## src/design/wc3_pkg.sv

```systemverilog
// ----------------------------------------------------------------------------
// wc3_pkg: shared types and constants of the 3x3 window convolution
// Geometry limits, coefficient format, register indexes and payload types.
// ----------------------------------------------------------------------------
`default_nettype none

package wc3_pkg;

    // Geometry
    localparam int MAX_WIDTH    = 1024;
    localparam int HEIGHT_LIMIT = 1024;
    localparam int COL_W        = $clog2(MAX_WIDTH);
    localparam int DIM_W        = 11;

    // Pixels and window
    localparam int PIX_W   = 8;
    localparam int PIX_MAX = 255;
    localparam int KSIZE   = 3;
    localparam int TAP_N   = KSIZE * KSIZE;

    // Coefficients: signed fixed point, three per kernel row register
    localparam int COEF_W         = 16;
    localparam int COEF_FRAC_BITS = 10;
    localparam int KROW_W         = KSIZE * COEF_W;

    // Datapath widths: pixel (zero extended) times coefficient, then sums
    localparam int PROD_W   = PIX_W + 1 + COEF_W;
    localparam int ROWSUM_W = PROD_W + 2;
    localparam int SUM_W    = ROWSUM_W + 2;

    // Configuration port
    localparam int CFG_IDX_W  = 3;
    localparam int CFG_DATA_W = KROW_W;

    typedef enum logic [CFG_IDX_W-1:0] {
        REG_FRAME_WIDTH  = 3'd0,
        REG_FRAME_HEIGHT = 3'd1,
        REG_KERNEL_TOP   = 3'd2,
        REG_KERNEL_MID   = 3'd3,
        REG_KERNEL_BOT   = 3'd4
    } cfg_reg_t;

    typedef logic [PIX_W-1:0]                 pix_t;
    typedef logic [TAP_N-1:0][PIX_W-1:0]      taps_t;
    typedef logic [KSIZE-1:0][KROW_W-1:0]     kernel_t;

    // Position flags of one item, worked out when it is accepted
    typedef struct packed {
        logic             produce;
        logic             eof;
        logic [KSIZE-1:0] row_ok;
        logic [KSIZE-1:0] col_ok;
    } pos_t;

endpackage

`default_nettype wire

```

## src/design/wc3_mac.sv

```systemverilog
// ----------------------------------------------------------------------------
// wc3_mac: multiply-accumulate pipeline of the 3x3 window
// Nine products, three row sums, then total, shift and clamp to 0..255.
// ----------------------------------------------------------------------------
`default_nettype none

module wc3_mac
    import wc3_pkg::*;
(
    input  logic    clk,
    input  logic    rst_n,
    input  kernel_t kernel,
    input  logic    in_valid,
    output logic    in_ready,
    input  taps_t   in_taps,
    input  logic    in_eof,
    output logic    out_valid,
    input  logic    out_ready,
    output pix_t    out_pixel,
    output logic    out_eof
);

    localparam int SHIFT_W = SUM_W - 1 - COEF_FRAC_BITS;

    logic                       s2_valid_reg;
    logic                       s2_eof_reg;
    logic signed [PROD_W-1:0]   prod_reg [TAP_N];
    logic signed [PROD_W-1:0]   prod_next [TAP_N];

    logic                       s3_valid_reg;
    logic                       s3_eof_reg;
    logic signed [ROWSUM_W-1:0] row_sum_reg [KSIZE];
    logic signed [ROWSUM_W-1:0] row_sum_next [KSIZE];

    logic                       out_valid_reg;
    logic                       out_eof_reg;
    pix_t                       out_pixel_reg;
    pix_t                       out_pixel_next;
    logic signed [SUM_W-1:0]    total;
    logic [SHIFT_W-1:0]         shifted;

    logic                       out_load_ok;
    logic                       s3_load_ok;
    logic                       s2_load_ok;

    // Each stage loads when empty or when its beat moves on
    assign out_load_ok = !out_valid_reg || out_ready;
    assign s3_load_ok  = !s3_valid_reg || out_load_ok;
    assign s2_load_ok  = !s2_valid_reg || s3_load_ok;
    assign in_ready    = s2_load_ok;

    // Nine independent products: zero-extended tap times signed coefficient
    always_comb
    begin
        logic signed [PROD_W-1:0] tap_ext;
        logic signed [PROD_W-1:0] coef_ext;
        for (int i = 0; i < KSIZE; i++)
        begin
            for (int j = 0; j < KSIZE; j++)
            begin
                tap_ext  = PROD_W'($signed({1'b0, in_taps[i*KSIZE + j]}));
                coef_ext = PROD_W'($signed(kernel[i][COEF_W*j +: COEF_W]));
                prod_next[i*KSIZE + j] = tap_ext * coef_ext;
            end
        end
    end

    always_ff @(posedge clk or negedge rst_n)
    begin
        if (!rst_n)
        begin
            s2_valid_reg <= 1'b0;
        end
        else if (s2_load_ok)
        begin
            s2_valid_reg <= in_valid;
        end
    end

    always_ff @(posedge clk)
    begin
        if (s2_load_ok && in_valid)
        begin
            s2_eof_reg <= in_eof;
            for (int k = 0; k < TAP_N; k++)
            begin
                prod_reg[k] <= prod_next[k];
            end
        end
    end

    // Row sums
    always_comb
    begin
        for (int i = 0; i < KSIZE; i++)
        begin
            row_sum_next[i] = ROWSUM_W'(prod_reg[i*KSIZE])
                            + ROWSUM_W'(prod_reg[i*KSIZE + 1])
                            + ROWSUM_W'(prod_reg[i*KSIZE + 2]);
        end
    end

    always_ff @(posedge clk or negedge rst_n)
    begin
        if (!rst_n)
        begin
            s3_valid_reg <= 1'b0;
        end
        else if (s3_load_ok)
        begin
            s3_valid_reg <= s2_valid_reg;
        end
    end

    always_ff @(posedge clk)
    begin
        if (s3_load_ok && s2_valid_reg)
        begin
            s3_eof_reg <= s2_eof_reg;
            for (int i = 0; i < KSIZE; i++)
            begin
                row_sum_reg[i] <= row_sum_next[i];
            end
        end
    end

    // Total, drop fraction bits, clamp to pixel range
    assign total   = SUM_W'(row_sum_reg[0]) + SUM_W'(row_sum_reg[1])
                   + SUM_W'(row_sum_reg[2]);
    assign shifted = total[SUM_W-2:COEF_FRAC_BITS];

    always_comb
    begin
        if (total[SUM_W-1])
        begin
            out_pixel_next = '0;
        end
        else if (shifted > SHIFT_W'(PIX_MAX))
        begin
            out_pixel_next = PIX_W'(PIX_MAX);
        end
        else
        begin
            out_pixel_next = shifted[PIX_W-1:0];
        end
    end

    always_ff @(posedge clk or negedge rst_n)
    begin
        if (!rst_n)
        begin
            out_valid_reg <= 1'b0;
        end
        else if (out_load_ok)
        begin
            out_valid_reg <= s3_valid_reg;
        end
    end

    always_ff @(posedge clk)
    begin
        if (out_load_ok && s3_valid_reg)
        begin
            out_pixel_reg <= out_pixel_next;
            out_eof_reg   <= s3_eof_reg;
        end
    end

    assign out_valid = out_valid_reg;
    assign out_pixel = out_pixel_reg;
    assign out_eof   = out_eof_reg;

endmodule

`default_nettype wire

```

## config.mk

```make
export PLATFORM = sky130hd
export DESIGN_NAME = wc3_mac
export DESIGN_NICKNAME = d
export VERILOG_FILES = /design/src/design/wc3_pkg.sv /design/src/design/wc3_mac.sv
export SDC_FILE = /design/constraint.sdc
export NUM_CORES = 2
export LEC_CHECK = 0
export ABC_AREA = 1
export BUFFER_PORTS_ARGS = -buffer_cell sky130_fd_sc_hd__buf_2
export CORE_MARGIN = 2
export CORE_UTILIZATION = 25
export DETAILED_ROUTE_END_ITERATION = 8
export PLACE_DENSITY = 0.5
export REMOVE_ABC_BUFFERS = 1
export SYNTH_ARGS = -nofsm -noshare
export SYNTH_HDL_FRONTEND = slang
export SYNTH_SLANG_ARGS = --single-unit
export TNS_END_PERCENT = 1
```

## constraint.sdc

```tcl
create_clock -name clk -period 6.32 [get_ports clk]
set_clock_uncertainty 0.2 [all_clocks]
set_input_delay 0.316 -clock clk [delete_from_list [all_inputs] [get_ports clk]]
set_output_delay 0.316 -clock clk [all_outputs]
set_load 0.02 [all_outputs]
```

[After elaboration in Yosys (flattened, before gate mapping)]
Memory sizes are Yosys's and may differ from the RTL's.
Cells that the tools add are included.
Cells by class
  multiplexer cells: 5
  order comparisons: 1
  reductions and logical operators: 9
  $mul: 9
  $add $sub $neg: 8
Operators with widths (count)
  multiplier 9 x 16 -> 25 bit: 9
  adder 26 x 25 -> 27 bit: 3
  adder 25 x 25 -> 26 bit: 3
  adder 28 x 27 -> 29 bit: 1
  adder 27 x 27 -> 28 bit: 1
  > comparator 18 x 8 -> 1 bit (second input constant): 1
  2-to-1 mux 8 bit: 1
  2-to-1 mux 1 bit: 4
  logical AND 1 bit: 3
  zero test 1 bit: 3
  logical OR 1 bit: 3
Storage, ports and cells
  bits in registers: 14
  memory bits (writable): 306
  input port bits: 221
  word-level logic and storage cells: 41
  memories: 2
Memories
  prod_reg: depth 9, width 25, rd ports 9, clocked after Yosys merged registers in 0, wr ports 9, RTL line wc3_mac.sv:27  | logic signed [PROD_W-1:0] prod_reg [TAP_N];
  row_sum_reg: depth 3, width 27, rd ports 3, clocked after Yosys merged registers in 0, wr ports 3, RTL line wc3_mac.sv:32  | logic signed [ROWSUM_W-1:0] row_sum_reg [KSIZE];

[Logic depth before layout (Yosys ltp)]
  depth in word-level cells: 7
  gate-level depth with buffers: 24
  gate-level depth less buffers: 22

[Least setup slack after synthesis]
No wires, ideal clock.
  path type: register to register
  start: register out_valid_reg, in the netlist out_valid
  end: memory prod_reg[0][0] (netlist name) (enable)
  clock period less this slack: 6.051 ns
  stages on the path, launching flop included: 6
  required time: 5.543 ns
  arrival: 5.273 ns
  buffers on the path: 0
  setup slack: 0.269 ns
  setup time: 0.577 ns
  cells stage by stage: dfrtp_1 > nand2_1 > nor2_1 > nand2_1 > nand2_1 > inv_1
RTL lines
  start: declaration: RTL line wc3_mac.sv:35  | logic out_valid_reg;
  start signal: assignment: RTL line wc3_mac.sv:156  | out_valid_reg <= s3_valid_reg;
  end: declaration: RTL line wc3_mac.sv:27

==> flow_summary_export.csv <==
group,metric,value,unit
die,die_h,496,um
global_route,grt_pass1_vias,46900,
sta,final-hold-violation-count,0,
setup_path,cpLargestDelayFamily,"adder cells",
clock_network,clockBufferDepth,3,
finish,final_common_cell,"sky130_fd_sc_hd__inv_1",
setup_path,rr_startpoint,"prod_reg[0][26]$_DFFE_PP_",
clock_network,cts_tree,"built",
sta,tns,0,ns
setup_path,critical_path.slowest_cell,"sky130_fd_sc_hd__dlygate4sd3_1",
clock_network,postCtsResizedCells,0,
min_path,worstHoldPathType,"input port to register",
status,run_status,"finished, final reports clean",
place,number_of_port_buffers,231,
setup_path,rrSetupSlack,2.66,ns
yosys,area_share_of_the_largest_cell_type_after_synthesis,33.9,%
yosys,synth_sequential_area_ratio,15.9,%
yosys,synth-edff-count,317,
die,die_width,496,um
yosys,postSynthCellCount,7355,
route,vias_per_cell,4.16,
global_route,grt-ovfl-total,0,
clock_network,cts-buffers-inserted,39,
finish,final_net_count,9146,
clock_network,clockRootBuffer,"sky130_fd_sc_hd__clkbuf_16",
clock_network,clkSlewWorstSetupHoldPaths,0.06,ns
place,finalWeightedCongestion,0.847,
yosys,synth-seq-cells,320,
global_route,grt_first_pass_wirelength,253000,um
die,fp-row-count,180,
route,starting_drt_drc_count,2089,
setup_path,timing.critical_path.cells,"dlygate4sd3_1 -> buf_2 -> nand2_1 -> inv_1 -> ha_1 -> inv_1 -> fa_1 -> inv_1 -> fa_1 -> inv_1 -> fa_1 -> inv_1 -> ha_1 -> a21o_1 -> a31oi_1 -> o21ai_0 -> a21boi_0 -> o21bai_1 -> xor2_1",
min_path,hold_start,"kernel[80]",
yosys,netlist.top_cell.by_area,"sky130_fd_sc_hd__fa_1",
setup_path,required,6.49,ns
setup_path,critPathMaxFanout,8,
sta,slew_violations,0,
global_route,grt_max_degree,96,
setup_path,cp.arrival,4.83,ns
yosys,largest_cells_by_area_after_synthesis,"sky130_fd_sc_hd__fa_1 (34%), sky130_fd_sc_hd__edfxtp_1 (16%), sky130_fd_sc_hd__inv_1 (14%)",
sta,rsz0062_at_grt,"false",
sta,setup_viol,0,
finish,num-fill-cells,26100,
setup_path,critical_path_buf_inv_count,7,
setup_path,cp-end-kind,"register",
finish,layout-drive-gt1-share,4.59,%
global_route,groute.usage.overall,12.9,%
route,route.final.wire_length,155000,um
place,detailed_place_hpwl,133000,um
die,num_io_pins,232,
die,dieArea,246000,sq um
finish,area_delta_synth_final,9.04,%
min_path,timing.hold.worst_endpoint,"prod_reg[0][125]$_DFFE_PP_",
global_route,antenna_found_initial,24,
setup_path,startpoint_type,"input port",
setup_path,critPathMaxStageDelay,0.57,ns
flow_run,max-cap-violations,0,
clock_network,clock_tree_sinks,320,
finish,layout.cells.most_common_list,"sky130_fd_sc_hd__inv_1 (2260), sky130_fd_sc_hd__nand2_1 (1671), sky130_fd_sc_hd__fa_1 (1022)",
route,detail_route.wl_per_cell,14.6,um
sta,clock.fmax,214,MHz
route,route.vias.total,43900,
yosys,asyncSetResetFlopFracSynth,0.938,%
finish,largest_register_ff_count,225,
clock_network,cts_post_setup_buffers_inserted,0,
clock_network,worst_skew_pair.late_latency,0.58,ns
sta,final.min_clock_period,4.66,ns
setup_path,crit_path_frequent_cell,"sky130_fd_sc_hd__inv_1",
yosys,synth.avg_cell_area,8.22,sq um
yosys,synth_area,60400,sq um
setup_path,worstSetupPathType,"input port to register",
min_path,hold_path_depth,3,
setup_path,reg2reg_to,"row_sum_reg[0][25]$_DFFE_PP_",
route,number_of_nets_still_failing_antenna_checks_after_routing,0,
sta,finalCritPeriodShare,73.8,%
yosys,synth_top_flop_cell,"sky130_fd_sc_hd__edfxtp_1",
clock_network,postCtsHoldBufs,9,
die,start_util,25.1,%
sta,maxSlewHeadroom,51.0,%
sta,tightest_slew,0.735,ns
route,detail_route.first_pass.iterations,7,
clock_network,ctsHtreeMaxLevel,2,
yosys,synth_cell_types,45,
route,detail_route.drc_violations,0,
die,core-area,241000,sq um
yosys,yosysWarnings,0,
setup_path,ff2ff_path_depth,13,
-- cells in the mapped netlist, types with 2 or more instances --
cell,count
sky130_fd_sc_hd__o21ai_0,115
sky130_fd_sc_hd__xnor2_1,125
sky130_fd_sc_hd__nor3_1,30
sky130_fd_sc_hd__fa_1,1022
sky130_fd_sc_hd__nor2_2,8
sky130_fd_sc_hd__nor2_4,5
sky130_fd_sc_hd__nand2_1,1671
sky130_fd_sc_hd__nor4_1,11
sky130_fd_sc_hd__a21boi_1,2
sky130_fd_sc_hd__nand3_1,132
sky130_fd_sc_hd__inv_1,2262
sky130_fd_sc_hd__o31ai_1,4
sky130_fd_sc_hd__o21bai_2,2
sky130_fd_sc_hd__edfxtp_1,317
sky130_fd_sc_hd__o21bai_1,34
sky130_fd_sc_hd__clkbuf_1,265
sky130_fd_sc_hd__a21oi_1,293
sky130_fd_sc_hd__o211ai_1,6
sky130_fd_sc_hd__nand4_1,31
sky130_fd_sc_hd__nand3b_1,2
sky130_fd_sc_hd__dfrtp_1,3
sky130_fd_sc_hd__xor2_1,156
sky130_fd_sc_hd__a31oi_1,31
sky130_fd_sc_hd__clkbuf_2,23
sky130_fd_sc_hd__a211oi_1,6
sky130_fd_sc_hd__nand2_2,8
sky130_fd_sc_hd__o21ai_1,21
sky130_fd_sc_hd__clkinv_1,2
sky130_fd_sc_hd__o2111ai_1,4
sky130_fd_sc_hd__a21boi_0,16
sky130_fd_sc_hd__o21a_1,13
sky130_fd_sc_hd__ha_1,552
sky130_fd_sc_hd__inv_2,10
sky130_fd_sc_hd__a21o_1,29
sky130_fd_sc_hd__o21ai_2,5
sky130_fd_sc_hd__a22o_1,2
sky130_fd_sc_hd__nor2_1,129
-- metal layers --
| metal | track usage (%) | share of wire [%] | vias to the layer above |
|---|---|---|---|
| met2 | 21.5 | 47 | 689 |
| met5 | 0 | 0.11 | - |
| met4 | 2.78 | 2.4 | 28 |
| met3 | 1.88 | 4.1 | 186 |
| li1 | - | - | 21400 |
| met1 | 17.6 | 47 | 21600 |
-- worst reg2reg max path, cell delays in order (launching register included) --
cell and delay (ns):
sky130_fd_sc_hd__edfxtp_1 0.46, sky130_fd_sc_hd__fa_1 0.55, sky130_fd_sc_hd__ha_1 0.17, sky130_fd_sc_hd__inv_1 0.06
sky130_fd_sc_hd__fa_1 0.45, sky130_fd_sc_hd__nand3b_1 0.18, sky130_fd_sc_hd__nand2_1 0.11, sky130_fd_sc_hd__a21oi_1 0.14
sky130_fd_sc_hd__o21ai_1 0.31, sky130_fd_sc_hd__a21oi_1 0.17, sky130_fd_sc_hd__o21ai_1 0.28, sky130_fd_sc_hd__nand2_1 0.11
sky130_fd_sc_hd__nand3_1 0.08, sky130_fd_sc_hd__nand2_1 0.11
-- worst max-delay path by stage --
| stage | from | to | slack [ns] | cells past startpoint |
|---|---|---|---|---|
| after floorplan | out_valid$_DFFE_PN0P_ | prod_reg[0][0]$_DFFE_PP_ | 0.27 | 5 |
| after global placement | in_taps[32] | prod_reg[0][122]$_DFFE_PP_ | 1.12 | 16 |
| after detailed placement | in_taps[32] | prod_reg[0][122]$_DFFE_PP_ | 1.09 | 16 |
| after CTS | in_taps[32] | prod_reg[0][122]$_DFFE_PP_ | 1.67 | 16 |
| after global routing | kernel[64] | prod_reg[0][118]$_DFFE_PP_ | 1.35 | 20 |
| final | kernel[64] | prod_reg[0][117]$_DFFE_PP_ | 1.66 | 19 |
-- per-stage QoR --
step                      setup slack [ns]  util [%]  hold slack, ns  cells  area [sq um]
after floorplan                      0.269         -          -0.180   7066         59300
final                                 1.66      27.4          0.0336  10600         65900
after global routing                  1.35      27.4          0.0342  10600         65900
after detailed placement              1.09      26.8         -0.0777  10500         64500
after global placement                1.12      26.8         -0.0823  10500         64500
after CTS                             1.67      27.4          0.0124  10600         65900
-- final cells by class --
type	instances	area (sq um)	area share (%)
antenna	6	15.0	0.0228
clock buffer	41	983	1.49
clock inverter	30	294	0.446
inverter	2274	8540	13.0
multi-input combinational	4472	41200	62.5
sequential	320	9590	14.6
tap	3185	3990	6.05
timing repair buffer	244	1290	1.96
-- cell families after synthesis --
family	Yosys count	share of synthesized area, %
xor+xnor	281	4.07
flops	320	15.9
buf+inv	2563	16.0
simple gates	2030	13.3
compound gates	587	5.50
fa+ha+maj	1574	45.3
Power is left out: the tool's default activity adds up to more than one toggle a clock period on the data nets, which glitch-free logic cannot reach.
